===== src/design/trpl_pkg.sv =====
// shared types and constants of the typed priority ready list
package trpl_pkg;

	localparam int INSTR_W   = 8;
	localparam int PRIO_W    = 8;
	localparam int TYPE_W    = 2;
	localparam int MASK_W    = 4;
	localparam int NUM_TYPES = 4;
	localparam int CMD_W     = 2;

	typedef enum logic [CMD_W-1:0] {
		CMD_INSERT = 2'd0,
		CMD_TAKE   = 2'd1,
		CMD_CLEAR  = 2'd2
	} cmd_t;

	typedef logic [TYPE_W-1:0] utype_t;

	localparam utype_t UT0 = 2'd0;
	localparam utype_t UT1 = 2'd1;
	localparam utype_t UT2 = 2'd2;
	localparam utype_t UT3 = 2'd3;

	// priority bit that selects head insertion in binary mode
	localparam int PRIO_HEAD_BIT = PRIO_W - 1;

	// free ring controls
	typedef struct packed {
		logic pop;
		logic push;
		logic clear;
	} ring_ctl_t;

	// slot store controls
	typedef struct packed {
		logic re;
		logic we_instr;
		logic we_link;
	} slot_ctl_t;

endpackage


===== src/design/trpl_channels.sv =====
// valid/ready channels for requests and responses
interface trpl_req_if import trpl_pkg::*; ();
	logic               valid;
	logic               ready;
	logic [CMD_W-1:0]   command;
	logic [INSTR_W-1:0] instr_number;
	logic [TYPE_W-1:0]  instr_type;
	logic [PRIO_W-1:0]  priority_req;
	logic [MASK_W-1:0]  unit_mask;

	modport source (output valid, command, instr_number, instr_type, priority_req, unit_mask,
		input ready);
	modport sink (input valid, command, instr_number, instr_type, priority_req, unit_mask,
		output ready);
endinterface

interface trpl_rsp_if import trpl_pkg::*; ();
	logic               valid;
	logic               ready;
	logic               full_flag;
	logic               found;
	logic [INSTR_W-1:0] taken_number;

	modport source (output valid, full_flag, found, taken_number, input ready);
	modport sink (input valid, full_flag, found, taken_number, output ready);
endinterface


===== src/design/typed_priority_ready_list_core.sv =====
// typed priority ready list: four linked lists over a slot pool, sequencer on top
// flow: clear and refused insert finish on accept; take reads the head, then finishes;
//   empty-list and head insert finish on placement, binary tail insert then links the old tail,
//   sorted insert past the head walks the links, then links; throughput: one request at a time;
//   one slot store read or write per cycle sets the walk rate of one link per cycle
// reset: lists empty, free ring identity via fill bits, sorted_mode 0, no sweep
module typed_priority_ready_list_core import trpl_pkg::*; #(
	parameter int POOL_SLOTS = 64
) (
	input  logic        clk,
	input  logic        arst_n,
	input  logic        cfg_we,
	input  logic        cfg_wdata,
	trpl_req_if.sink    req,
	trpl_rsp_if.source  rsp
);

	localparam int IDX_W = $clog2(POOL_SLOTS);

	typedef enum logic [2:0] {
		S_IDLE,
		S_PLACE,
		S_WALK,
		S_LINK,
		S_TAKE,
		S_HOLD
	} state_t;

	state_t state_q;

	// list registers, one entry per unit type
	logic [IDX_W-1:0]  head_q  [NUM_TYPES];
	logic [IDX_W-1:0]  tail_q  [NUM_TYPES];
	logic [PRIO_W-1:0] hprio_q [NUM_TYPES];
	logic [IDX_W-1:0]  count_q [NUM_TYPES];
	logic              sorted_q;

	// held request and walk state
	logic [INSTR_W-1:0] num_q;
	logic [PRIO_W-1:0]  prio_q;
	utype_t             type_q;
	logic [IDX_W-1:0]   place_q, cur_q, link_addr_q, steps_q;

	// response register and the pending result when it is occupied
	logic               rsp_valid_q, rsp_full_q, rsp_found_q;
	logic [INSTR_W-1:0] rsp_taken_q;
	logic               hold_full_q, hold_found_q;
	logic [INSTR_W-1:0] hold_taken_q;

	// memory ports
	ring_ctl_t          ring_ctl;
	logic [IDX_W-1:0]   ring_place;
	logic               ring_full;
	slot_ctl_t          slot_ctl;
	logic [IDX_W-1:0]   slot_waddr, slot_raddr, slot_wnext;
	logic [INSTR_W-1:0] slot_winstr, slot_rinstr;
	logic [PRIO_W-1:0]  slot_wprio, slot_rprio;
	logic [IDX_W-1:0]   slot_rnext;

	logic   accept, rsp_free, rsp_load;
	cmd_t   req_cmd;
	utype_t c1, c2, take_sel;
	logic   take_ok;
	logic   cur_empty, head_ins, walk_last, walk_on;

	// finishing result of this cycle
	logic               fin, fin_full, fin_found;
	logic [INSTR_W-1:0] fin_taken;

	assign req.ready = (state_q == S_IDLE);
	assign accept    = req.valid && req.ready;
	assign rsp_free  = !rsp_valid_q || rsp.ready;
	// response register takes a new result this cycle
	assign rsp_load  = rsp_free && (fin || state_q == S_HOLD);
	assign req_cmd   = cmd_t'(req.command);

	assign rsp.valid        = rsp_valid_q;
	assign rsp.full_flag    = rsp_full_q;
	assign rsp.found        = rsp_found_q;
	assign rsp.taken_number = rsp_taken_q;

	// take choice from the capability mask: first choice, second choice, then type two
	always_comb begin
		if (req.unit_mask[0]) begin
			c1 = UT0;
		end else if (req.unit_mask[1]) begin
			c1 = UT1;
		end else if (req.unit_mask[3]) begin
			c1 = UT3;
		end else begin
			c1 = UT2;
		end
		c2 = (req.unit_mask[1] && req.unit_mask[3]) ? UT3 : UT2;
		take_ok  = 1'b1;
		take_sel = UT2;
		if (req.unit_mask == '0) begin
			take_ok = 1'b0;
		end else if (count_q[c1] != '0) begin
			take_sel = c1;
		end else if (count_q[c2] != '0) begin
			take_sel = c2;
		end else if (count_q[UT2] == '0) begin
			take_ok = 1'b0;
		end
	end

	// insert decisions on the held request
	assign cur_empty = (count_q[type_q] == '0);
	assign head_ins  = sorted_q ? (prio_q >= hprio_q[type_q]) : prio_q[PRIO_HEAD_BIT];
	assign walk_last = ({1'b0, steps_q} + 1'b1) >= {1'b0, count_q[type_q]};
	assign walk_on   = !walk_last && (slot_rprio > prio_q);

	// memory controls and the finishing result
	always_comb begin
		ring_ctl    = '0;
		slot_ctl    = '0;
		slot_waddr  = place_q;
		slot_winstr = num_q;
		slot_wnext  = place_q;
		slot_wprio  = '0;
		slot_raddr  = head_q[type_q];
		fin         = 1'b0;
		fin_full    = 1'b0;
		fin_found   = 1'b0;
		fin_taken   = '0;
		case (state_q)
			S_IDLE: begin
				if (accept) begin
					case (req_cmd)
						CMD_INSERT: begin
							if (ring_full) begin
								fin      = 1'b1;
								fin_full = 1'b1;
							end else begin
								ring_ctl.pop = 1'b1;
							end
						end
						CMD_TAKE: begin
							if (take_ok) begin
								slot_ctl.re = 1'b1;
								slot_raddr  = head_q[take_sel];
							end else begin
								fin = 1'b1;
							end
						end
						CMD_CLEAR: begin
							ring_ctl.clear = 1'b1;
							fin            = 1'b1;
						end
						default: begin
							fin = 1'b1;
						end
					endcase
				end
			end
			S_PLACE: begin
				slot_waddr = ring_place;
				slot_wnext = ring_place;
				if (cur_empty) begin
					slot_ctl.we_instr = 1'b1;
					slot_ctl.we_link  = 1'b1;
					fin               = 1'b1;
				end else if (head_ins) begin
					slot_ctl.we_instr = 1'b1;
					slot_ctl.we_link  = 1'b1;
					slot_wnext        = head_q[type_q];
					slot_wprio        = hprio_q[type_q];
					fin               = 1'b1;
				end else if (!sorted_q) begin
					// new tail, old tail patched next cycle
					slot_ctl.we_instr = 1'b1;
					slot_ctl.we_link  = 1'b1;
				end else begin
					slot_ctl.re = 1'b1;
				end
			end
			S_WALK: begin
				if (walk_last) begin
					slot_ctl.we_instr = 1'b1;
					slot_ctl.we_link  = 1'b1;
				end else if (walk_on) begin
					slot_ctl.re = 1'b1;
					slot_raddr  = slot_rnext;
				end else begin
					// splice in front of the current successor
					slot_ctl.we_instr = 1'b1;
					slot_ctl.we_link  = 1'b1;
					slot_wnext        = slot_rnext;
					slot_wprio        = slot_rprio;
				end
			end
			S_LINK: begin
				slot_ctl.we_link = 1'b1;
				slot_waddr       = link_addr_q;
				slot_wnext       = place_q;
				slot_wprio       = prio_q;
				fin              = 1'b1;
			end
			S_TAKE: begin
				ring_ctl.push = 1'b1;
				fin           = 1'b1;
				fin_found     = 1'b1;
				fin_taken     = slot_rinstr;
			end
			default: begin
			end
		endcase
	end

	// sequencer, list registers and response register
	always_ff @(posedge clk or negedge arst_n) begin
		if (!arst_n) begin
			state_q      <= S_IDLE;
			sorted_q     <= 1'b0;
			rsp_valid_q  <= 1'b0;
			rsp_full_q   <= 1'b0;
			rsp_found_q  <= 1'b0;
			rsp_taken_q  <= '0;
			hold_full_q  <= 1'b0;
			hold_found_q <= 1'b0;
			hold_taken_q <= '0;
			num_q        <= '0;
			prio_q       <= '0;
			type_q       <= UT0;
			place_q      <= '0;
			cur_q        <= '0;
			link_addr_q  <= '0;
			steps_q      <= '0;
			for (int i = 0; i < NUM_TYPES; i++) begin
				head_q[i]  <= '0;
				tail_q[i]  <= '0;
				hprio_q[i] <= '0;
				count_q[i] <= '0;
			end
		end else begin
			if (cfg_we) begin
				sorted_q <= cfg_wdata;
			end
			if (rsp_valid_q && rsp.ready && !rsp_load) begin
				rsp_valid_q <= 1'b0;
			end
			case (state_q)
				S_IDLE: begin
					if (accept) begin
						num_q  <= req.instr_number;
						prio_q <= req.priority_req;
						type_q <= (req_cmd == CMD_TAKE) ? take_sel : req.instr_type;
						case (req_cmd)
							CMD_INSERT: begin
								if (!ring_full) begin
									state_q <= S_PLACE;
								end
							end
							CMD_TAKE: begin
								if (take_ok) begin
									state_q <= S_TAKE;
								end
							end
							CMD_CLEAR: begin
								for (int i = 0; i < NUM_TYPES; i++) begin
									head_q[i]  <= '0;
									tail_q[i]  <= '0;
									hprio_q[i] <= '0;
									count_q[i] <= '0;
								end
							end
							default: begin
							end
						endcase
					end
				end
				S_PLACE: begin
					place_q <= ring_place;
					if (cur_empty) begin
						head_q[type_q]  <= ring_place;
						tail_q[type_q]  <= ring_place;
						hprio_q[type_q] <= prio_q;
						count_q[type_q] <= count_q[type_q] + 1'b1;
					end else if (head_ins) begin
						head_q[type_q]  <= ring_place;
						hprio_q[type_q] <= prio_q;
						count_q[type_q] <= count_q[type_q] + 1'b1;
					end else if (!sorted_q) begin
						tail_q[type_q] <= ring_place;
						link_addr_q    <= tail_q[type_q];
						state_q        <= S_LINK;
					end else begin
						cur_q   <= head_q[type_q];
						steps_q <= '0;
						state_q <= S_WALK;
					end
				end
				S_WALK: begin
					if (walk_last) begin
						tail_q[type_q] <= place_q;
						link_addr_q    <= cur_q;
						state_q        <= S_LINK;
					end else if (walk_on) begin
						cur_q   <= slot_rnext;
						steps_q <= steps_q + 1'b1;
					end else begin
						link_addr_q <= cur_q;
						state_q     <= S_LINK;
					end
				end
				S_LINK: begin
					count_q[type_q] <= count_q[type_q] + 1'b1;
				end
				S_TAKE: begin
					head_q[type_q]  <= slot_rnext;
					hprio_q[type_q] <= slot_rprio;
					count_q[type_q] <= count_q[type_q] - 1'b1;
				end
				S_HOLD: begin
					if (rsp_free) begin
						rsp_valid_q <= 1'b1;
						rsp_full_q  <= hold_full_q;
						rsp_found_q <= hold_found_q;
						rsp_taken_q <= hold_taken_q;
						state_q     <= S_IDLE;
					end
				end
				default: begin
					state_q <= S_IDLE;
				end
			endcase
			// a finished request goes out now, or waits in the hold register
			if (fin) begin
				if (rsp_free) begin
					rsp_valid_q <= 1'b1;
					rsp_full_q  <= fin_full;
					rsp_found_q <= fin_found;
					rsp_taken_q <= fin_taken;
					state_q     <= S_IDLE;
				end else begin
					hold_full_q  <= fin_full;
					hold_found_q <= fin_found;
					hold_taken_q <= fin_taken;
					state_q      <= S_HOLD;
				end
			end
		end
	end

	trpl_ring #(
		.POOL_SLOTS(POOL_SLOTS)
	) u_ring (
		.clk      (clk),
		.arst_n   (arst_n),
		.ctl      (ring_ctl),
		.push_data(head_q[type_q]),
		.pop_data (ring_place),
		.full     (ring_full)
	);

	trpl_slot_mem #(
		.POOL_SLOTS(POOL_SLOTS)
	) u_slot_mem (
		.clk     (clk),
		.ctl     (slot_ctl),
		.waddr   (slot_waddr),
		.wr_instr(slot_winstr),
		.wr_next (slot_wnext),
		.wr_prio (slot_wprio),
		.raddr   (slot_raddr),
		.rd_instr(slot_rinstr),
		.rd_next (slot_rnext),
		.rd_prio (slot_rprio)
	);

	// occupancy of the lists agrees with the ring when it reports full
	logic [IDX_W+1:0] count_sum;
	assign count_sum = (IDX_W+2)'(count_q[0]) + (IDX_W+2)'(count_q[1])
		+ (IDX_W+2)'(count_q[2]) + (IDX_W+2)'(count_q[3]);

	a_full_matches_counts: assert property (@(posedge clk) disable iff (!arst_n)
		(state_q == S_IDLE && ring_full) |-> (count_sum == (IDX_W+2)'(POOL_SLOTS - 1)))
		else $error("ring full while lists hold a different number of slots");

	a_no_full_and_found: assert property (@(posedge clk) disable iff (!arst_n)
		rsp_valid_q |-> !(rsp_full_q && rsp_found_q))
		else $error("response flags both full and found");

	a_walk_bounded: assert property (@(posedge clk) disable iff (!arst_n)
		(state_q == S_WALK) |-> (steps_q < count_q[type_q]))
		else $error("list walk ran past the list length");

	a_clear_empties: assert property (@(posedge clk) disable iff (!arst_n)
		(accept && req_cmd == CMD_CLEAR) |=>
		(count_q[0] == '0 && count_q[1] == '0 && count_q[2] == '0 && count_q[3] == '0))
		else $error("lists not empty after clear");

endmodule


===== src/design/trpl_ring.sv =====
// free slot ring: memory with identity fill bits, take and return pointers
module trpl_ring import trpl_pkg::*; #(
	parameter int POOL_SLOTS = 64
) (
	input  logic                          clk,
	input  logic                          arst_n,
	input  ring_ctl_t                     ctl,
	input  logic [$clog2(POOL_SLOTS)-1:0] push_data,
	output logic [$clog2(POOL_SLOTS)-1:0] pop_data,
	output logic                          full
);

	localparam int IDX_W = $clog2(POOL_SLOTS);
	localparam logic [IDX_W-1:0] LAST = IDX_W'(POOL_SLOTS - 1);

	logic [IDX_W-1:0] ring_mem [POOL_SLOTS];
	logic [POOL_SLOTS-1:0] written_q;
	logic [IDX_W-1:0] take_q, ret_q, take_nxt, ret_nxt;
	logic [IDX_W-1:0] rd_data_q, rd_addr_q;
	logic             rd_hit_q;

	assign take_nxt = (take_q == LAST) ? '0 : take_q + 1'b1;
	assign ret_nxt  = (ret_q == LAST) ? '0 : ret_q + 1'b1;
	assign full     = (take_nxt == ret_q);

	// an entry never written since clear holds its own index
	assign pop_data = rd_hit_q ? rd_data_q : rd_addr_q;

	always_ff @(posedge clk or negedge arst_n) begin
		if (!arst_n) begin
			take_q    <= '0;
			ret_q     <= '0;
			written_q <= '0;
		end else if (ctl.clear) begin
			take_q    <= '0;
			ret_q     <= '0;
			written_q <= '0;
		end else begin
			if (ctl.pop) begin
				take_q <= take_nxt;
			end
			if (ctl.push) begin
				ret_q            <= ret_nxt;
				written_q[ret_q] <= 1'b1;
			end
		end
	end

	always_ff @(posedge clk) begin
		if (ctl.push) begin
			ring_mem[ret_q] <= push_data;
		end
		if (ctl.pop) begin
			rd_data_q <= ring_mem[take_q];
			rd_hit_q  <= written_q[take_q];
			rd_addr_q <= take_q;
		end
	end

endmodule


===== src/design/trpl_slot_mem.sv =====
// slot store: instruction number, successor link and successor priority per slot
module trpl_slot_mem import trpl_pkg::*; #(
	parameter int POOL_SLOTS = 64
) (
	input  logic                          clk,
	input  slot_ctl_t                     ctl,
	input  logic [$clog2(POOL_SLOTS)-1:0] waddr,
	input  logic [INSTR_W-1:0]            wr_instr,
	input  logic [$clog2(POOL_SLOTS)-1:0] wr_next,
	input  logic [PRIO_W-1:0]             wr_prio,
	input  logic [$clog2(POOL_SLOTS)-1:0] raddr,
	output logic [INSTR_W-1:0]            rd_instr,
	output logic [$clog2(POOL_SLOTS)-1:0] rd_next,
	output logic [PRIO_W-1:0]             rd_prio
);

	localparam int IDX_W = $clog2(POOL_SLOTS);

	typedef struct packed {
		logic [INSTR_W-1:0] instr;
		logic [IDX_W-1:0]   next;
		logic [PRIO_W-1:0]  prio;
	} slot_entry_t;

	slot_entry_t slot_mem [POOL_SLOTS];
	slot_entry_t rd_q;

	// field write enables so a link can be patched without touching the number
	always_ff @(posedge clk) begin
		if (ctl.we_instr) begin
			slot_mem[waddr].instr <= wr_instr;
		end
		if (ctl.we_link) begin
			slot_mem[waddr].next <= wr_next;
			slot_mem[waddr].prio <= wr_prio;
		end
		if (ctl.re) begin
			rd_q <= slot_mem[raddr];
		end
	end

	assign rd_instr = rd_q.instr;
	assign rd_next  = rd_q.next;
	assign rd_prio  = rd_q.prio;

endmodule

===== src/flat_wrapper.sv =====
// flat-port wrapper written by rule: the top's interface ports become plain ports
module typed_priority_ready_list_core_flat import trpl_pkg::*;
#(
	parameter int POOL_SLOTS = 64
)
  (clk, arst_n, cfg_we, cfg_wdata, req_valid, req_command, req_instr_number, req_instr_type, req_priority_req, req_unit_mask, req_ready, rsp_valid, rsp_full_flag, rsp_found, rsp_taken_number, rsp_ready);
  trpl_req_if req_i ();
  trpl_rsp_if rsp_i ();
  input  logic clk;
  input  logic arst_n;
  input  logic cfg_we;
  input  logic cfg_wdata;
  input wire logic [$bits(req_i.valid)-1:0] req_valid;
  input wire logic [$bits(req_i.command)-1:0] req_command;
  input wire logic [$bits(req_i.instr_number)-1:0] req_instr_number;
  input wire logic [$bits(req_i.instr_type)-1:0] req_instr_type;
  input wire logic [$bits(req_i.priority_req)-1:0] req_priority_req;
  input wire logic [$bits(req_i.unit_mask)-1:0] req_unit_mask;
  output wire logic [$bits(req_i.ready)-1:0] req_ready;
  output wire logic [$bits(rsp_i.valid)-1:0] rsp_valid;
  output wire logic [$bits(rsp_i.full_flag)-1:0] rsp_full_flag;
  output wire logic [$bits(rsp_i.found)-1:0] rsp_found;
  output wire logic [$bits(rsp_i.taken_number)-1:0] rsp_taken_number;
  input wire logic [$bits(rsp_i.ready)-1:0] rsp_ready;
  assign req_i.valid = req_valid;
  assign req_i.command = req_command;
  assign req_i.instr_number = req_instr_number;
  assign req_i.instr_type = req_instr_type;
  assign req_i.priority_req = req_priority_req;
  assign req_i.unit_mask = req_unit_mask;
  assign req_ready = req_i.ready;
  assign rsp_valid = rsp_i.valid;
  assign rsp_full_flag = rsp_i.full_flag;
  assign rsp_found = rsp_i.found;
  assign rsp_taken_number = rsp_i.taken_number;
  assign rsp_i.ready = rsp_ready;
  typed_priority_ready_list_core #(.POOL_SLOTS(POOL_SLOTS)) u_core (.clk(clk), .arst_n(arst_n), .cfg_we(cfg_we), .cfg_wdata(cfg_wdata), .req(req_i), .rsp(rsp_i));
endmodule

===== config.mk =====
export PLATFORM = sky130hd
export DESIGN_NAME = typed_priority_ready_list_core_flat
export DESIGN_NICKNAME = d
export VERILOG_FILES = /design/src/design/trpl_pkg.sv /design/src/design/trpl_channels.sv /design/src/design/typed_priority_ready_list_core.sv /design/src/design/trpl_ring.sv /design/src/design/trpl_slot_mem.sv /design/src/flat_wrapper.sv
export SDC_FILE = /design/constraint.sdc
export NUM_CORES = 2
export LEC_CHECK = 0
export BUFFER_PORTS_ARGS = -buffer_cell sky130_fd_sc_hd__clkbuf_2
export CAP_MARGIN = 20
export CORE_ASPECT_RATIO = 1.5
export CORE_UTILIZATION = 45
export DETAILED_ROUTE_END_ITERATION = 10
export SYNTH_ARGS = -nofsm -noshare
export SYNTH_HDL_FRONTEND = slang
export SYNTH_SLANG_ARGS = --single-unit

===== constraint.sdc =====
create_clock -name clk -period 10.11 [get_ports clk]
set_input_delay 0 -clock clk [delete_from_list [all_inputs] [get_ports clk]]
set_output_delay 0 -clock clk [all_outputs]
set_load 0.005 [all_outputs]

## After elaboration in Yosys (flattened, before gate mapping)

Memory sizes are Yosys's and may differ from the RTL's. A register that Yosys moved wholly into a read port is not among the register bits.
Index checks and enable logic that the tools add are counted.

| operators by class | value |
|---|---|
| add/subtract/negate cells | 6 |
| reduce and logical (&&, ||, !) cells | 35 |
| $lt $le $gt $ge | 11 |
| bitwise logic cells | 6 |
| eq/ne operators | 32 |
| muxes and demuxes | 183 |

Operators with widths:

| operator | number |
|---|---|
| $mux 6 | 44 |
| $mux 24 | 10 |
| $bwmux 24 | 6 |
| $pmux 24 s3 | 2 |
| $mux 32 | 4 |
| $mux 64 | 2 |
| $mux 8 | 12 |
| $pmux 24 s4 | 1 |
| $pmux 32 s3 | 1 |
| $bmux 6 s2 | 6 |
| $pmux 6 s2 | 6 |
| $bwmux 32 | 2 |
| $or 64x64->64 | 1 |
| $mux 1 | 53 |
| $mux 3 | 10 |
| $add 6x1->6 const B | 4 |
| $pmux 8 s3 | 1 |
| $mux 2 | 11 |
| $bmux 8 s2 | 1 |
| $demux 8 s2 | 1 |
| $pmux 3 s5 | 1 |
| $lt 6x7->1 const B | 2 |
| $demux 6 s2 | 1 |
| $eq 6x6->1 const B | 2 |
| other kinds (45) | 89 |

| word-level totals | value |
|---|---|
| output and inout port bits | 12 |
| memories kept | 2 |
| bits in registers | 254 |
| RAM bits | 1,792 |

Memories:

| name | words | bits a word | read ports | clocked after Yosys merged registers in | wr ports | RTL line | text |
|---|---|---|---|---|---|---|---|
| u_core.u_slot_mem.slot_mem | 64 | 22 | 1 | 1 | 1 | trpl_slot_mem.sv:25 | `slot_entry_t slot_mem [POOL_SLOTS];` |
| u_core.u_ring.ring_mem | 64 | 6 | 1 | 1 | 1 | trpl_ring.sv:16 | `logic [IDX_W-1:0] ring_mem [POOL_SLOTS];` |

## Longest topological paths before layout

| logic depth | value |
|---|---|
| word-level depth | 23 |
| mapped depth | 20 |

## Cells and area by module

Synthesis repeated with hierarchy kept, for this count alone.

| unflattened totals | value |
|---|---|
| cell total of the unflattened synthesis | 4,619 |
| area total of the unflattened synthesis | 83,969.3 um2 |

Modules (own cells, without submodules):

| module | cells an instance | area an instance (um2) | seq. area each (um2) | instances |
|---|---|---|---|---|
| trpl_slot_mem | 2,507 | 54,952.7 | 42,941.2 | 1 |
| trpl_ring | 1,089 | 18,941.9 | 13,823.3 | 1 |
| typed_priority_ready_list_core | 1,023 | 10,074.7 | 4,279.1 | 1 |

## Worst setup path after synthesis

No wires, ideal clock.

| timing path | value |
|---|---|
| kind | reg-to-reg |
| start point | register u_core.type_q[0] |
| end point | memory u_core.u_slot_mem.slot_mem[0][11] (netlist bit) (data pin) |
| library setup time | 0.702 ns |
| data required time | 9.408 ns |
| cell stages (with the launch flop) | 16 |
| data arrival time | 6.564 ns |
| slack | 2.844 ns |
| cells stage by stage | dfrtp_1 buf_2 clkbuf_1 buf_1 mux4_2 inv_1 ha_1 a21o_1 a21o_1 a21o_1 a21o_1 a2111oi_1 nor3_1 nand2_1 mux2i_1 o21ai_0 |

| between the ends | value |
|---|---|
| longest elaborated chain between the ends | 10 |
| elaborated cells between the ends (all ways) | 21 |

Ends and longest elaborated chain:

| item | RTL line | text |
|---|---|---|
| from (decl) | typed_priority_ready_list_core.sv:41 | `utype_t type_q;` |
| from (signal assigned) | typed_priority_ready_list_core.sv:247 | `type_q <= (req_cmd == CMD_TAKE) ? take_sel : req.instr_type;` |
| $not 2->3 (implied by the code) * | n/a |  |
| $bmux 6 s2 | typed_priority_ready_list_core.sv:108, typed_priority_ready_list_core.sv:110 |  |
| $mux 6 (implied by the code) (2 in a row) | typed_priority_ready_list_core.sv:108, typed_priority_ready_list_core.sv:110 |  |
| $ge 7x6->1 | typed_priority_ready_list_core.sv:110 | `assign walk_last = ({1'b0, steps_q} + 1'b1) >= {1'b0, count_q[type_q]};` |
| $logic_not 1->1 | typed_priority_ready_list_core.sv:111 | `assign walk_on = !walk_last && (slot_rprio > prio_q);` |
| $logic_and 1x1->1 | typed_priority_ready_list_core.sv:111 |  |
| $mux 6 | typed_priority_ready_list_core.sv:181 | `end else if (walk_on) begin` |
| $mux 6 | typed_priority_ready_list_core.sv:178 | `if (walk_last) begin` |
| $pmux 6 s2 * | typed_priority_ready_list_core.sv:126 | `case (state_q)` |
| via u_core.slot_wnext[3] | typed_priority_ready_list_core.sv:55 | `logic [IDX_W-1:0] slot_waddr, slot_raddr, slot_wnext;` |
| to (decl) | trpl_slot_mem.sv:25 |  |

Mark *: on every way through the listed nets, which the timed path passes. The rest lies on a longest branch. The select of a mux whose other input is x is not followed.

## Worst setup path in the final report

| timing path | value |
|---|---|
| start point | register u_core.type_q[0] |
| end point | register, netlist name u_core.u_slot_mem.rd_prio[5] |

| between the ends | value |
|---|---|
| longest elaborated chain between the ends | 10 |
| elaborated cells between the ends (all ways) | 27 |

Ends and longest elaborated chain:

| item | RTL line |
|---|---|
| $not 2->3 (implied by the code) * | n/a |
| $bmux 6 s2 | typed_priority_ready_list_core.sv:108, typed_priority_ready_list_core.sv:110 |
| $mux 6 (implied by the code) (2 in a row) | typed_priority_ready_list_core.sv:108, typed_priority_ready_list_core.sv:110 |
| $ge 7x6->1 | typed_priority_ready_list_core.sv:110 |
| $logic_not 1->1 | typed_priority_ready_list_core.sv:111 |
| $logic_and 1x1->1 | typed_priority_ready_list_core.sv:111 |
| $mux 1 or $mux 6 (tied branches) | typed_priority_ready_list_core.sv:181 |
| $mux 1 or $mux 6 (tied branches) | typed_priority_ready_list_core.sv:178 |
| $pmux 1 s3 or $pmux 6 s2 (tied branches) | typed_priority_ready_list_core.sv:126 |

Mark *: on every way between the ends. The rest lies on a longest branch, timed or not. The select of a mux whose other input is x is not followed.
A chain may end at the register's enable or synchronous reset.

==> summary.md <==
| Metric | Value |
|---|---|
| Status | `complete, but fails checks` |
| Violated checks | `design-rule violations` |
| Starting Density | `45.3%` |
| Startpoint types | `register` |
| Most common cell after layout, fill and taps aside | `edfxtp_1` |
| Placed Instances | `approximately 8000` |
| Power Density | `roughly 310 nW/um^2` |
| Post-synthesis sequential area ratio | `72.2%` |
| Max-Cap Viols | `0` |
| Mean Syn Cell Area | `14.2 sq um` |
| Syn Nets | `6013` |
| Worst setup EP type | `register` |
| Num ports | `42` |
| Row count | `194` |
| Die W | `356 microns` |
| DP Worst Slack | `2960 ps` |
| Global-route wire length before repair | `about 340000 microns` |
| Hold crit path type | `in2reg` |
| Critical path data required time | `roughly 11000 ps` |
| Post-route DRC violation count | `22` |
| Cell Chain, Critical Path | `buf_4, mux4_2, inv_1, ha_1, o21ai_0, nand2b_1, a311oi_1, o21a_1, buf_4, nor3b_1, a211oi_4, buf_4, buf_4, mux4_2, nand3_1, o211ai_1, or4_1` |
| Final Wtd Congestion | `0.905` |
| Clock Latency Late Sink | `880 ps` |
| Synthesis Warnings | `0` |
| Family with the most delay on the worst path | `buffers and inverters` |
| Tmin final | `7090 ps` |
| Final setup vio count | `0` |
| Yosys top cell area share | `64.9%` |
| Crit-path slowest cell | `a211oi_4` |
| CP Buf/Inv Count | `5` |
| Peak supply drop | `between 300 and 400 uV` |
| Largest cells by area after synthesis | `edfxtp_1 (65%), dfrtp_1 (7.3%), nand2_1 (4.5%)` |
| Post-synthesis sequential element count | `2074` |
| Worst Tran Pin Value | `roughly 1200 ps` |
| Final instance area | `around 94000 sq um` |
| H-tree levels | `4` |
| Hold Worst Slack | `41.4 ps` |
| Post-route ant nets | `0` |
| CTS tree | `yes` |
| Largest net degree at the start of global routing | `between 150 and 200` |
| Lkg Pwr | `32.8 nW` |
| Area growth from synthesis to layout | `11.6%` |
| Most used DFF post-synth | `edfxtp_1` |
| Initial DRC Count | `around 5300` |
| RR Startpoint | `u_core.type_q[0]$_DFFE_PN0P_` |
| Resized cells post-CTS | `0` |
| Fin crit share | `between 70% and 80%` |
| Fin. Hold Viols | `0` |
| Mapped Cells | `between 5000 and 6000` |
| GR Util All Layers | `24.1%` |
| Core box area | `186000 sq um` |
| Drt total wl | `~230000 microns` |
| DR WL/cell | `26.8 microns` |
| CTS sink count | `2074` |
| DP HPWL | `141000 microns` |
| Number of flops mapped to enable cells by yosys | `1827` |
| Area leader, netlist | `edfxtp_1` |
| Die area | `190000 sq um` |
| Clock transition at path regs | `70 ps` |
| RSZ-0062 raised after global routing | `false` |
| Commonest cells after routing, fill and taps aside | `edfxtp_1 (1827), nand2_1 (1015), nand3_1 (424)` |
| I/O Buffers | `41` |
| Total gr overflow | `0` |
| CTS root buf | `clkbuf_16` |
| Clock Tree Buf Depth | `4` |
| Slew margin rel. | `roughly 22%` |
| Async set or reset register ratio after synthesis | `11.9%` |
| Hold_sp | `req_valid` |
| Final worst slack | `between 3000 and 4000 ps` |
| Vias | `51419` |
| Most used cell, CP | `buf_4` |
| Layout cells sized above 1 | `11.7%` |
| Die Y | `533 microns` |
| Initial antenna violation count | `5` |
| Vias/cell | `5.95` |
| CP Data Arrival Time | `7670 ps` |
| Crit Path Class | `reg2reg` |
| Mapped Area | `approximately 84000 sq um` |
| Post-Layout Cell Count | `8638` |
| Fmax | `0.141 GHz` |
| Vias in the first global route | `50518` |
| First-pass iteration count of the detailed router | `11` |
| Clk_skew | `85.7 ps` |
| CP max FO | `54` |
| Cell Area, Placed | `between 80000 and 90000 sq um` |
| Final TNS setup | `0 ps` |
| CP startpoint | `u_core.type_q[0]$_DFFE_PN0P_` |
| Cts bufs inserted | `194` |
| Distinct cells, synth | `77` |
| Nets | `6094` |
| Slew Limit Fails | `0` |
| Crit-path max cell delay | `920 ps` |
| Post-CTS Setup Bufs | `0` |
power by group:
part	switching, W	total, W	internal, W
Sequential	0.000530	0.0118	0.0113
Combinational	0.00779	0.0108	0.00301
Clock	0.00312	0.00705	0.00393
Total	0.0114	0.0297	0.0182
layer usage:
layer / GRT usage (%) / part of all wire, % / vias to the layer above
met1: 30.8 / 39 / 26164
met5: 0 / 0.0047 / -
li1: - / - / 22737
met2: 40.7 / 50 / 2068
met4: 11.3 / 4.9 / 2
met3: 3.06 / 6.4 / 448
sequential cells by signal (all words and copies together) (netlist names), 8 cells and up:
name,flops
u_core.hold_taken_q,8
u_core.prio_q,8
u_core.u_ring.ring_mem,384
u_core.u_slot_mem.slot_mem,1408
u_core.count_q,24
u_core.rsp.taken_number,8
u_core.u_slot_mem.rd_prio,8
u_core.num_q,8
u_core.hprio_q,32
u_core.u_slot_mem.rd_instr,8
u_core.u_ring.written_q,64
u_core.head_q,24
u_core.tail_q,24
Yosys cell counts (all sizes together), types with 9 or more instances:
cell type	instances
mux4	131
dfrtp	247
inv	32
nor2b	12
a31oi	16
nand2	1016
buf	144
mux2	39
nor3	20
or4	22
o2111ai	21
a2bb2oi	22
a22o	56
edfxtp	1827
a21oi	306
o22ai	31
nand2b	27
a211oi	9
o221ai	31
o32a	9
mux2i	249
a22oi	146
o2bb2ai	32
clkbuf	225
nand4	55
nand3	424
o21ai	114
and3	11
a32oi	66
o211ai	29
nor2	430
ha	28
and2	14
xnor2	17
cell type report:
cell class	instances	area, sq um
Clock buffer	259	5270
Clock inverter	87	701
Antenna cell	2	5.00
Sequential cell	2074	61100
Timing Repair Buffer	254	2110
Fill cell	15474	92100
Inverter	32	120
Multi-Input combinational cell	3480	21900
Tap cell	2450	3070
worst reg2reg max path: stages (launching register included):
cell and delay [ps]:
dfrtp_2 400, buf_4 510, mux4_2 700, inv_1 110, ha_1 220, o21ai_0 150, nand2b_1 100, a311oi_1 370
o21a_1 170, buf_4 230, nor3b_1 140, a211oi_4 920, buf_4 760, buf_4 530, mux4_2 550, nand3_1 180
o211ai_1 250, or4_1 530
final timing paths:
kind / to / slack (ps) / cells after the start
max in group asynchronous: u_core.num_q[6]$_DFFE_PN0P_ / 8860 / 4
setup reg to reg: u_core.u_slot_mem.rd_prio[5]$_DFFE_PP_ / 3020 / 17
min in group asynchronous: u_core.count_q[20]$_DFFE_PN0P_ / 350 / 4
setup / recovery: u_core.u_slot_mem.rd_prio[5]$_DFFE_PP_ / 3020 / 17
hold reg to reg: u_core.hprio_q[1]$_DFFE_PN0P_ / 490 / 1
hold / removal: u_core.u_ring.written_q[56]$_DFFE_PN0P_ / 40 / 3
repair_timing:
item	in CTS	in global routing
hold endpoints to repair	163	0
endpoints found under the setup margin	0	0
hold buffers	48	0
stage by stage:
step / utilization, % / total power, W
after detailed placement: 47.1 / 0.0229
after global routing: 50.6 / 0.0308
after floorplan: - / 0.0186
after global placement: 47.0 / 0.0228
after CTS: 50.6 / 0.0299
final: 50.6 / 0.0297
logic make-up after synthesis:
logic type / share of synthesized area [%]
DFF: 72.2
muxes: 6.96
adders and majority gates: 0.415
buffers and inverters: 2.08
and+or+nand+nor: 10.4
xor gates and xnor gates: 0.228
AOI/OAI and AO/OA: 7.65
(Power assumes the default switching activity.)
